[src/csoba_pkg.sv]
// ----------------------------------------------------------------------------
// csoba_pkg: shared types and constants
// Widths, register map, job descriptor and reset values for the offset
// calibration / block average datapath.
// ----------------------------------------------------------------------------
package csoba_pkg;

  localparam int SAMPLE_BITS    = 12;
  localparam int MAX_BLOCK      = 4096;
  localparam int SPB_BITS       = 13;
  localparam int OFS_BITS       = 16;
  localparam int GAIN_BITS      = 32;
  localparam int BLOCK_POS_BITS = 13;
  localparam int BLOCK_ACC_BITS = 24;
  localparam int OFF_ACC_BITS   = 28;
  localparam int OFF_CNT_BITS   = 17;

  // divider: quotient is always a sample-wide mean
  localparam int DIVIDEND_BITS  = OFF_ACC_BITS;
  localparam int DIVISOR_BITS   = OFF_CNT_BITS;
  localparam int QUO_BITS       = SAMPLE_BITS;
  localparam int DIV_CNT_BITS   = $clog2(QUO_BITS);

  localparam int AMPS_BITS      = 32;
  localparam int PROD_BITS      = SAMPLE_BITS + 1 + GAIN_BITS + 1;
  localparam int SHIFT_Q        = 8;
  localparam int MAG_BITS       = PROD_BITS - SHIFT_Q;

  localparam int IN_TDATA_BITS  = 16;
  localparam int OUT_TDATA_BITS = 64;

  localparam int QDEPTH         = 4;
  localparam int QPTR_BITS      = $clog2(QDEPTH);
  localparam int QCNT_BITS      = $clog2(QDEPTH + 1);

  localparam int PADDR_BITS     = 4;

  localparam logic [SPB_BITS-1:0]  SPB_RESET  = SPB_BITS'(256);
  localparam logic [OFS_BITS-1:0]  OFS_RESET  = OFS_BITS'(1024);
  localparam logic [GAIN_BITS-1:0] GAIN_RESET = GAIN_BITS'(13520);

  typedef enum logic [1:0] {
    REG_SPB  = 2'd0,
    REG_OFS  = 2'd1,
    REG_GAIN = 2'd2
  } reg_idx_t;

  typedef enum logic {
    JOB_OFFSET = 1'b0,
    JOB_BLOCK  = 1'b1
  } job_kind_t;

  typedef struct packed {
    job_kind_t                kind;
    logic [DIVIDEND_BITS-1:0] dividend;
    logic [DIVISOR_BITS-1:0]  divisor;
  } job_t;

  typedef struct packed {
    logic [SPB_BITS-1:0] samples_per_block;
    logic [OFS_BITS-1:0] offset_samples;
  } front_cfg_t;

endpackage

[src/csoba_front.sv]
// ----------------------------------------------------------------------------
// csoba_front: sample intake
// Accumulates the offset estimate and block sums, tracks block position and
// issues divide jobs at offset completion and at the end of measuring blocks.
// ----------------------------------------------------------------------------
module csoba_front (
  input  logic                                 clk,
  input  logic                                 rst,
  input  csoba_pkg::front_cfg_t                cfg,
  input  logic                                 accept,
  input  logic [csoba_pkg::SAMPLE_BITS-1:0]    sample,
  output logic                                 push,
  output csoba_pkg::job_t                      job
);
  import csoba_pkg::*;

  logic                      offset_done;
  logic [OFF_ACC_BITS-1:0]   offset_accumulator;
  logic [OFF_CNT_BITS-1:0]   offset_sample_count;
  logic [BLOCK_ACC_BITS-1:0] block_accumulator;
  logic [BLOCK_POS_BITS-1:0] block_position;
  logic                      block_live;

  logic                      live;
  logic [BLOCK_ACC_BITS-1:0] acc_base;
  logic [BLOCK_ACC_BITS-1:0] block_acc_next;
  logic [OFF_ACC_BITS-1:0]   off_acc_next;
  logic [OFF_CNT_BITS-1:0]   off_cnt_next;
  logic [BLOCK_POS_BITS-1:0] pos_next;
  logic [SPB_BITS-1:0]       blen;
  logic [OFS_BITS-1:0]       olen;
  logic                      block_end;
  logic                      offset_end;

  always_comb begin
    if (cfg.samples_per_block == '0) begin
      blen = SPB_BITS'(1);
    end else if (cfg.samples_per_block > SPB_BITS'(MAX_BLOCK)) begin
      blen = SPB_BITS'(MAX_BLOCK);
    end else begin
      blen = cfg.samples_per_block;
    end
    olen = (cfg.offset_samples == '0) ? OFS_BITS'(1) : cfg.offset_samples;
  end

  always_comb begin
    live           = (block_position == '0) ? offset_done : block_live;
    acc_base       = (block_position == '0) ? '0 : block_accumulator;
    block_acc_next = acc_base + BLOCK_ACC_BITS'(sample);
    off_acc_next   = offset_accumulator + OFF_ACC_BITS'(sample);
    off_cnt_next   = offset_sample_count + OFF_CNT_BITS'(1);
    pos_next       = block_position + BLOCK_POS_BITS'(1);
    offset_end     = !live && !offset_done && (off_cnt_next >= OFF_CNT_BITS'(olen));
    block_end      = pos_next >= blen;
  end

  always_comb begin
    push = accept && (offset_end || (block_end && live));
    if (offset_end) begin
      job.kind     = JOB_OFFSET;
      job.dividend = off_acc_next;
      job.divisor  = off_cnt_next;
    end else begin
      job.kind     = JOB_BLOCK;
      job.dividend = DIVIDEND_BITS'(block_acc_next);
      job.divisor  = DIVISOR_BITS'(pos_next);
    end
  end

  always_ff @(posedge clk) begin
    if (rst) begin
      offset_done         <= 1'b0;
      offset_accumulator  <= '0;
      offset_sample_count <= '0;
      block_accumulator   <= '0;
      block_position      <= '0;
      block_live          <= 1'b0;
    end else if (accept) begin
      block_live        <= live;
      block_accumulator <= live ? block_acc_next : acc_base;
      if (!live && !offset_done) begin
        offset_accumulator  <= off_acc_next;
        offset_sample_count <= off_cnt_next;
        if (offset_end) begin
          offset_done <= 1'b1;
        end
      end
      block_position <= block_end ? '0 : pos_next;
    end
  end

endmodule

[src/csoba_queue.sv]
// ----------------------------------------------------------------------------
// csoba_queue: job queue
// Small FIFO of divide jobs between intake and arithmetic.
// ----------------------------------------------------------------------------
module csoba_queue (
  input  logic            clk,
  input  logic            rst,
  input  logic            push,
  input  csoba_pkg::job_t push_job,
  input  logic            pop,
  output logic            full,
  output logic            valid,
  output csoba_pkg::job_t head
);
  import csoba_pkg::*;

  job_t                 mem [QDEPTH];
  logic [QPTR_BITS-1:0] wr_ptr;
  logic [QPTR_BITS-1:0] rd_ptr;
  logic [QCNT_BITS-1:0] count;

  assign full  = count == QCNT_BITS'(QDEPTH);
  assign valid = count != '0;
  assign head  = mem[rd_ptr];

  always_ff @(posedge clk) begin
    if (push) begin
      mem[wr_ptr] <= push_job;
    end
  end

  always_ff @(posedge clk) begin
    if (rst) begin
      wr_ptr <= '0;
      rd_ptr <= '0;
      count  <= '0;
    end else begin
      if (push) begin
        wr_ptr <= wr_ptr + QPTR_BITS'(1);
      end
      if (pop) begin
        rd_ptr <= rd_ptr + QPTR_BITS'(1);
      end
      unique case ({push, pop})
        2'b10:   count <= count + QCNT_BITS'(1);
        2'b01:   count <= count - QCNT_BITS'(1);
        default: count <= count;
      endcase
    end
  end

endmodule

[src/csoba_back.sv]
// ----------------------------------------------------------------------------
// csoba_back: divide, scale and saturate
// Serial restoring divider for offset and block means, then offset
// subtraction, gain multiply, Q16.16 saturation and the output register.
// ----------------------------------------------------------------------------
module csoba_back (
  input  logic                                    clk,
  input  logic                                    rst,
  input  logic [csoba_pkg::GAIN_BITS-1:0]         gain,
  input  logic                                    q_valid,
  input  csoba_pkg::job_t                         q_head,
  output logic                                    q_pop,
  output logic                                    m_tvalid,
  input  logic                                    m_tready,
  output logic [csoba_pkg::OUT_TDATA_BITS-1:0]    m_tdata
);
  import csoba_pkg::*;

  typedef enum logic [3:0] {
    S_IDLE = 4'b0001,
    S_DIV  = 4'b0010,
    S_MUL  = 4'b0100,
    S_OUT  = 4'b1000
  } state_t;

  state_t                   state;
  job_kind_t                kind;
  logic [DIVIDEND_BITS-1:0] rem;
  logic [DIVIDEND_BITS-1:0] dsh;
  logic [QUO_BITS-1:0]      quo;
  logic [DIV_CNT_BITS-1:0]  cnt;
  logic [SAMPLE_BITS-1:0]   offset_value;
  logic [SAMPLE_BITS-1:0]   avg;
  logic signed [PROD_BITS-1:0] prod;

  logic                     ge;
  logic [QUO_BITS-1:0]      quo_next;
  logic signed [SAMPLE_BITS:0] diff;
  logic [PROD_BITS-1:0]     abs_prod;
  logic [MAG_BITS-1:0]      mag;
  logic [AMPS_BITS-1:0]     amps;
  logic                     sat;
  logic                     load_out;

  assign ge       = rem >= dsh;
  assign quo_next = {quo[QUO_BITS-2:0], ge};
  assign diff     = $signed({1'b0, avg}) - $signed({1'b0, offset_value});
  assign q_pop    = (state == S_IDLE) && q_valid;
  assign load_out = (state == S_OUT) && (!m_tvalid || m_tready);

  // truncate toward zero: shift the magnitude, then restore the sign
  always_comb begin
    abs_prod = prod[PROD_BITS-1] ? PROD_BITS'(-prod) : PROD_BITS'(prod);
    mag      = abs_prod[PROD_BITS-1:SHIFT_Q];
    sat      = 1'b0;
    if (prod[PROD_BITS-1]) begin
      if (mag > MAG_BITS'(64'h8000_0000)) begin
        amps = 32'h8000_0000;
        sat  = 1'b1;
      end else begin
        amps = -mag[AMPS_BITS-1:0];
      end
    end else begin
      if (mag > MAG_BITS'(64'h7FFF_FFFF)) begin
        amps = 32'h7FFF_FFFF;
        sat  = 1'b1;
      end else begin
        amps = mag[AMPS_BITS-1:0];
      end
    end
  end

  always_ff @(posedge clk) begin
    if (rst) begin
      state        <= S_IDLE;
      offset_value <= '0;
      m_tvalid     <= 1'b0;
    end else begin
      if (m_tvalid && m_tready && !load_out) begin
        m_tvalid <= 1'b0;
      end
      unique case (state)
        S_IDLE: begin
          if (q_valid) begin
            state <= S_DIV;
          end
        end
        S_DIV: begin
          if (cnt == '0) begin
            if (kind == JOB_OFFSET) begin
              offset_value <= quo_next;
              state        <= S_IDLE;
            end else begin
              state <= S_MUL;
            end
          end
        end
        S_MUL: state <= S_OUT;
        S_OUT: begin
          if (load_out) begin
            m_tvalid <= 1'b1;
            state    <= S_IDLE;
          end
        end
        default: state <= S_IDLE;
      endcase
    end
  end

  // datapath registers
  always_ff @(posedge clk) begin
    unique case (state)
      S_IDLE: begin
        kind <= q_head.kind;
        rem  <= q_head.dividend;
        dsh  <= DIVIDEND_BITS'({q_head.divisor, {(QUO_BITS-1){1'b0}}});
        quo  <= '0;
        cnt  <= DIV_CNT_BITS'(QUO_BITS - 1);
      end
      S_DIV: begin
        if (ge) begin
          rem <= rem - dsh;
        end
        dsh <= dsh >> 1;
        quo <= quo_next;
        cnt <= cnt - DIV_CNT_BITS'(1);
        avg <= quo_next;
      end
      S_MUL: prod <= PROD_BITS'(diff * $signed({1'b0, gain}));
      default: begin
      end
    endcase
    if (load_out) begin
      m_tdata <= {7'd0, sat, offset_value, avg, amps};
    end
  end

  a_out_is_block: assert property (@(posedge clk) disable iff (rst)
    (state == S_OUT) |-> (kind == JOB_BLOCK))
    else $error("output stage reached for an offset job");

  a_offset_returns_idle: assert property (@(posedge clk) disable iff (rst)
    (state == S_DIV && cnt == '0 && kind == JOB_OFFSET) |=> (state == S_IDLE))
    else $error("offset job did not finish in idle");

  a_sat_clips: assert property (@(posedge clk) disable iff (rst)
    (m_tvalid && m_tdata[56]) |->
      (m_tdata[31:0] == 32'h7FFF_FFFF || m_tdata[31:0] == 32'h8000_0000))
    else $error("saturation flag without clipped value");

  a_pop_only_idle: assert property (@(posedge clk) disable iff (rst)
    q_pop |=> (state == S_DIV))
    else $error("popped job not started");

endmodule

[src/current_sense_offset_block_average.sv]
// ----------------------------------------------------------------------------
// current_sense_offset_block_average: ADC current offset and block averaging
// Offset calibration after reset, then one scaled Q16.16 current per block.
// ----------------------------------------------------------------------------
// Takes one 12-bit ADC word per cycle while s_tready is high. After reset the
// first offset_samples words are averaged into the zero-current offset; the
// rest of that block is dropped. Each later block of samples_per_block words
// gives one word at m_tdata: (mean - offset) * gain / 256 as signed Q16.16,
// truncated toward zero and clipped to 32 bits. Intake runs at one word per
// cycle, while each offset or block job passes through the back part (a
// 12-step serial divider, one multiply, one output stage), and a
// 4-entry job queue between the two parts absorbs them. With blocks that end
// faster than jobs drain, or a stalled m_tready, the queue fills and s_tready
// drops until a job drains. No clearing pass after reset. Registers
// (APB, pready always high): 0x0 samples_per_block, 0x4 offset_samples,
// 0x8 gain (unsigned Q8.24); write them only while the block is idle.
// ----------------------------------------------------------------------------
module current_sense_offset_block_average (
  input  logic                                  clk,
  input  logic                                  rst,
  // s_tdata: [11:0] sample, [15:12] zero
  input  logic                                  s_tvalid,
  output logic                                  s_tready,
  input  logic [csoba_pkg::IN_TDATA_BITS-1:0]   s_tdata,
  // m_tdata: [31:0] current_amps, [43:32] block_average,
  //          [55:44] offset_counts, [56] saturated, [63:57] zero
  output logic                                  m_tvalid,
  input  logic                                  m_tready,
  output logic [csoba_pkg::OUT_TDATA_BITS-1:0]  m_tdata,
  input  logic                                  psel,
  input  logic                                  penable,
  input  logic                                  pwrite,
  input  logic [csoba_pkg::PADDR_BITS-1:0]      paddr,
  input  logic [31:0]                           pwdata,
  output logic [31:0]                           prdata,
  output logic                                  pready
);
  import csoba_pkg::*;

  logic [SPB_BITS-1:0]  samples_per_block;
  logic [OFS_BITS-1:0]  offset_samples;
  logic [GAIN_BITS-1:0] gain;

  front_cfg_t fcfg;
  logic       accept;
  logic       push;
  job_t       push_job;
  logic       q_full;
  logic       q_valid;
  logic       q_pop;
  job_t       q_head;
  reg_idx_t   widx;
  logic       wr_en;

  assign pready = 1'b1;
  assign widx   = reg_idx_t'(paddr[3:2]);
  assign wr_en  = psel && penable && pwrite && pready;

  // config registers; index 3 is unmapped
  always_ff @(posedge clk) begin
    if (rst) begin
      samples_per_block <= SPB_RESET;
      offset_samples    <= OFS_RESET;
      gain              <= GAIN_RESET;
    end else if (wr_en) begin
      unique case (widx)
        REG_SPB:  samples_per_block <= pwdata[SPB_BITS-1:0];
        REG_OFS:  offset_samples    <= pwdata[OFS_BITS-1:0];
        REG_GAIN: gain              <= pwdata[GAIN_BITS-1:0];
        default: begin
        end
      endcase
    end
  end

  always_comb begin
    unique case (widx)
      REG_SPB:  prdata = 32'(samples_per_block);
      REG_OFS:  prdata = 32'(offset_samples);
      REG_GAIN: prdata = gain;
      default:  prdata = '0;
    endcase
  end

  // a word may cause a job, so take it only with room in the queue
  assign s_tready = !q_full;
  assign accept   = s_tvalid && s_tready;
  assign fcfg     = '{samples_per_block: samples_per_block,
                      offset_samples:    offset_samples};

  csoba_front u_front (
    .clk    (clk),
    .rst    (rst),
    .cfg    (fcfg),
    .accept (accept),
    .sample (s_tdata[SAMPLE_BITS-1:0]),
    .push   (push),
    .job    (push_job)
  );

  csoba_queue u_queue (
    .clk      (clk),
    .rst      (rst),
    .push     (push),
    .push_job (push_job),
    .pop      (q_pop),
    .full     (q_full),
    .valid    (q_valid),
    .head     (q_head)
  );

  csoba_back u_back (
    .clk      (clk),
    .rst      (rst),
    .gain     (gain),
    .q_valid  (q_valid),
    .q_head   (q_head),
    .q_pop    (q_pop),
    .m_tvalid (m_tvalid),
    .m_tready (m_tready),
    .m_tdata  (m_tdata)
  );

endmodule

[config.mk]
export PLATFORM = sky130hd
export DESIGN_NAME = current_sense_offset_block_average
export DESIGN_NICKNAME = d
export VERILOG_FILES = /design/src/csoba_pkg.sv /design/src/csoba_front.sv /design/src/csoba_queue.sv /design/src/csoba_back.sv /design/src/current_sense_offset_block_average.sv
export SDC_FILE = /design/constraint.sdc
export NUM_CORES = 2
export LEC_CHECK = 0
export ABC_AREA = 1
export BUFFER_PORTS_ARGS = -buffer_cell sky130_fd_sc_hd__buf_2
export CAP_MARGIN = 20
export CORE_AREA = 5 5 264 266
export DETAILED_ROUTE_END_ITERATION = 8
export DIE_AREA = 0 0 269 271
export HOLD_SLACK_MARGIN = 0.06
export PLACE_DENSITY = 0.81
export SETUP_SLACK_MARGIN = 0.1
export SLEW_MARGIN = 15
export SYNTH_ARGS = -nofsm -noshare
export SYNTH_HDL_FRONTEND = slang
export SYNTH_HIERARCHICAL = 1
export SYNTH_SLANG_ARGS = --single-unit
export TNS_END_PERCENT = 30
[constraint.sdc]
create_clock -name clk -period 9 [get_ports clk]
set_input_delay 0.9 -clock clk [delete_from_list [all_inputs] [get_ports clk]]
set_output_delay 0.9 -clock clk [all_outputs]
set_load 0.05 [all_outputs]
==> impl_metrics.env <==
export IMPL_fin_area_mm2=0.04542
export IMPL_crit_top_cell="nand2_1"
export IMPL_syn_area_per_cell_um2=8.296
export IMPL_synth_most_common_cell="nand2_1"
export IMPL_fmax_mhz=119.7
export IMPL_ir_drop_mv=0.5242
export IMPL_finalCritPeriodShare_pct=92.81
export IMPL_drv_slew=0
export IMPL_overflow=0
export IMPL_ant_nets=0
export IMPL_cts_buffers=56
export IMPL_end_kind="register"
export IMPL_vias_per_cell=5.788
export IMPL_grt_start_max_net_pins=94
export IMPL_core_mm2=0.06680
export IMPL_synth_area_mm2=0.04234
export IMPL_yosysTopAreaCell="edfxtp_1"
export IMPL_crit_required_ps=9350
export IMPL_n_fill_cell=5236
export IMPL_cts_setup_buffers=0
export IMPL_layout_drive_gt1_share_pct=7.581
export IMPL_tns_ps=0
export IMPL_setup_violations=0
export IMPL_maxSlewHeadroom_pct=26.99
export IMPL_first_pass_iters=6
export IMPL_insertion_delay_ps=640
export IMPL_holdWs_ps=430.6
export IMPL_ys_types=60
export IMPL_max_cap_violations=0
export IMPL_num_io_pins=158
export IMPL_grt_use_total_pct=30.79
export IMPL_route_detailed_drc=0
export IMPL_dp_cells=5965
export IMPL_ys_flop_type="edfxtp_1"
export IMPL_cts_root_buffer="clkbuf_16"
export IMPL_drtIter0Drc=3788
export IMPL_instances_no_fill=6071
export IMPL_die_area_mm2=0.07290
export IMPL_synth_seq_area_share_pct=34.39
export IMPL_worstSetupStartpointType="register"
export IMPL_hold_class="register to register"
export IMPL_skew_ps=38.19
export IMPL_cts_sinks=542
export IMPL_yosysWarnings=6
export IMPL_grt_first_pass_wirelength_mm=180.9
export IMPL_rows=95
export IMPL_status="complete, no violations"
export IMPL_netlist_instances=5104
export IMPL_rsz0062_at_grt="no"
export IMPL_arrival_ps=8700
export IMPL_critPathMaxFanout=16
export IMPL_hold_viol=0
export IMPL_synth_common_cells="nand2_1 (1149), inv_1 (702), nor2_1 (664)"
export IMPL_synth_top_cell_area_share_pct=26.31
export IMPL_tightest_slew_ps=1093
export IMPL_routed_wl_mm=113.6
export IMPL_synthTopCellsByArea="edfxtp_1 (26%), fa_1 (16%), nand2_1 (10%), dfxtp_1 (8.1%), ha_1 (7.1%)"
export IMPL_nNetsFinal=5784
export IMPL_ys_ff_latch=542
export IMPL_initial_core_util_pct=63.39
export IMPL_period_needed_ps=8353
export IMPL_clock_path_buffers=3
export IMPL_place_gp_congestion=0.9679
export IMPL_dp_hpwl_mm=85.06
export IMPL_dieHeight_um=271
export IMPL_antenna_found_initial=2
export IMPL_dieWidth_um=269
export IMPL_worst_setup_path_type="register to register"
export IMPL_power_density_mw_per_mm2=335.9
export IMPL_fin_ws_ps=647.2
export IMPL_slowest_stage="fa_1"
export IMPL_cts_tree="yes"
export IMPL_slowest_delay_ps=550
export IMPL_place_ws_ps=790.7
export IMPL_syn2layout_area_growth_pct=7.263
export IMPL_path_clk_slew_ps=60
export IMPL_vias=35137
export IMPL_dpl_instance_area_mm2=0.04348
export IMPL_cts_resized=0
export IMPL_port_buffers=143
export IMPL_synth_edf_count=371
export IMPL_synthArstFlopShare_pct=0
export IMPL_wl_per_cell_um=18.71
export IMPL_first_global_vias=33876
export IMPL_cts_hold_buffers_added=0
export IMPL_p_leak_nw=20.49
export IMPL_htreeDepth=2
worst max-delay path: cells and delay by family (launching register included):
| kind | cells | cell delay (ps) |
|---|---|---|
| adder cells (fa/ha/maj) | 8 | 3520 |
| AO/OA/AOI/OAI | 4 | 830 |
| flip-flops | 1 | 420 |
| buffers and inverters | 6 | 1090 |
| AND/OR/NAND/NOR | 14 | 2200 |
sequential cells by signal (all words and copies together), names as in the netlist, 16 cells and up, named ones only:
register and count:
gain 32, u_queue/mem 184, u_front/offset_accumulator 28, offset_samples 16
u_front/block_accumulator 24, u_back/m_tdata 57, u_back/dsh 28, u_front/offset_sample_count 17
u_back/prod 46, u_back/rem 28
routing by layer:
layer	share of wire [%]	GRT usage, %
met5	0.015	0
met4	3.9	10.10
met3	11	6.224
met2	44	46.62
met1	41	44.85
final cells by class:
cell class / count / area [um^2] / area share, %
timing repair buffer: 181 / 1033 / 2.275
antenna: 1 / 2.502 / 0.005509
tap: 873 / 1092 / 2.405
inverter: 721 / 2713 / 5.972
sequential: 542 / 14570 / 32.07
clock inverter: 31 / 411.6 / 0.9063
clock buffer: 73 / 1505 / 3.314
multi-input combinational: 3649 / 24100 / 53.05
cell usage in the layout, fill, tap and decap left out, types with 26 or more instances in the layout:
cell type and count:
a21oi_1 209, buf_2 143, buf_4 36, clkbuf_16 56
dfxtp_1 170, edfxtp_1 371, fa_1 335, ha_1 239
inv_1 696, nand2_1 1148, nand3_1 267, nand4_1 42
nor2_1 664, nor2_2 26, nor3_1 26, o21ai_0 249
o21ai_1 62, o22ai_1 48, xnor2_1 46, xor2_1 89
through the flow:
| step | utilization [%] | power, W |
|---|---|---|
| floorplan | - | 0.01014 |
| global placement | 65.04 | 0.01240 |
| detailed placement | 65.08 | 0.01254 |
| CTS | 67.95 | 0.01505 |
| global route | 67.99 | 0.01639 |
| finish | 67.99 | 0.01526 |
logic make-up (layout without fill, tap and decap cells):
logic type      Yosys count  count (layout)  share of synthesized area (%)
simple gates           2277            2277                          22.63
buf+inv                 919            1006                          8.823
compound gates          655             655                          8.442
fa+ha+maj               574             574                          22.90
flops                   542             542                          34.39
xor+xnor                135             135                          2.792
other cells               2               9                        0.01774
where the power goes:
part	leakage, nW	internal (W)	total (W)	switching (W)
logic	14.7	0.00304	0.00900	0.00596
registers	4.85	0.00363	0.00384	0.000216
clock network	0.923	0.00141	0.00241	0.000995
worst paths after layout:
check / start / to / slack, ps / depth (start not counted)
worst max-delay path: u_back/avg[2] / u_back/prod[44] / 650 / 32
worst min-delay path: u_back/offset_value[7] / u_back/m_tdata[51] / 430 / 0
worst max register to register: u_back/avg[2] / u_back/prod[44] / 650 / 32
worst min register to register: u_back/offset_value[7] / u_back/m_tdata[51] / 430 / 0
Power figures use the tool's default switching activity.
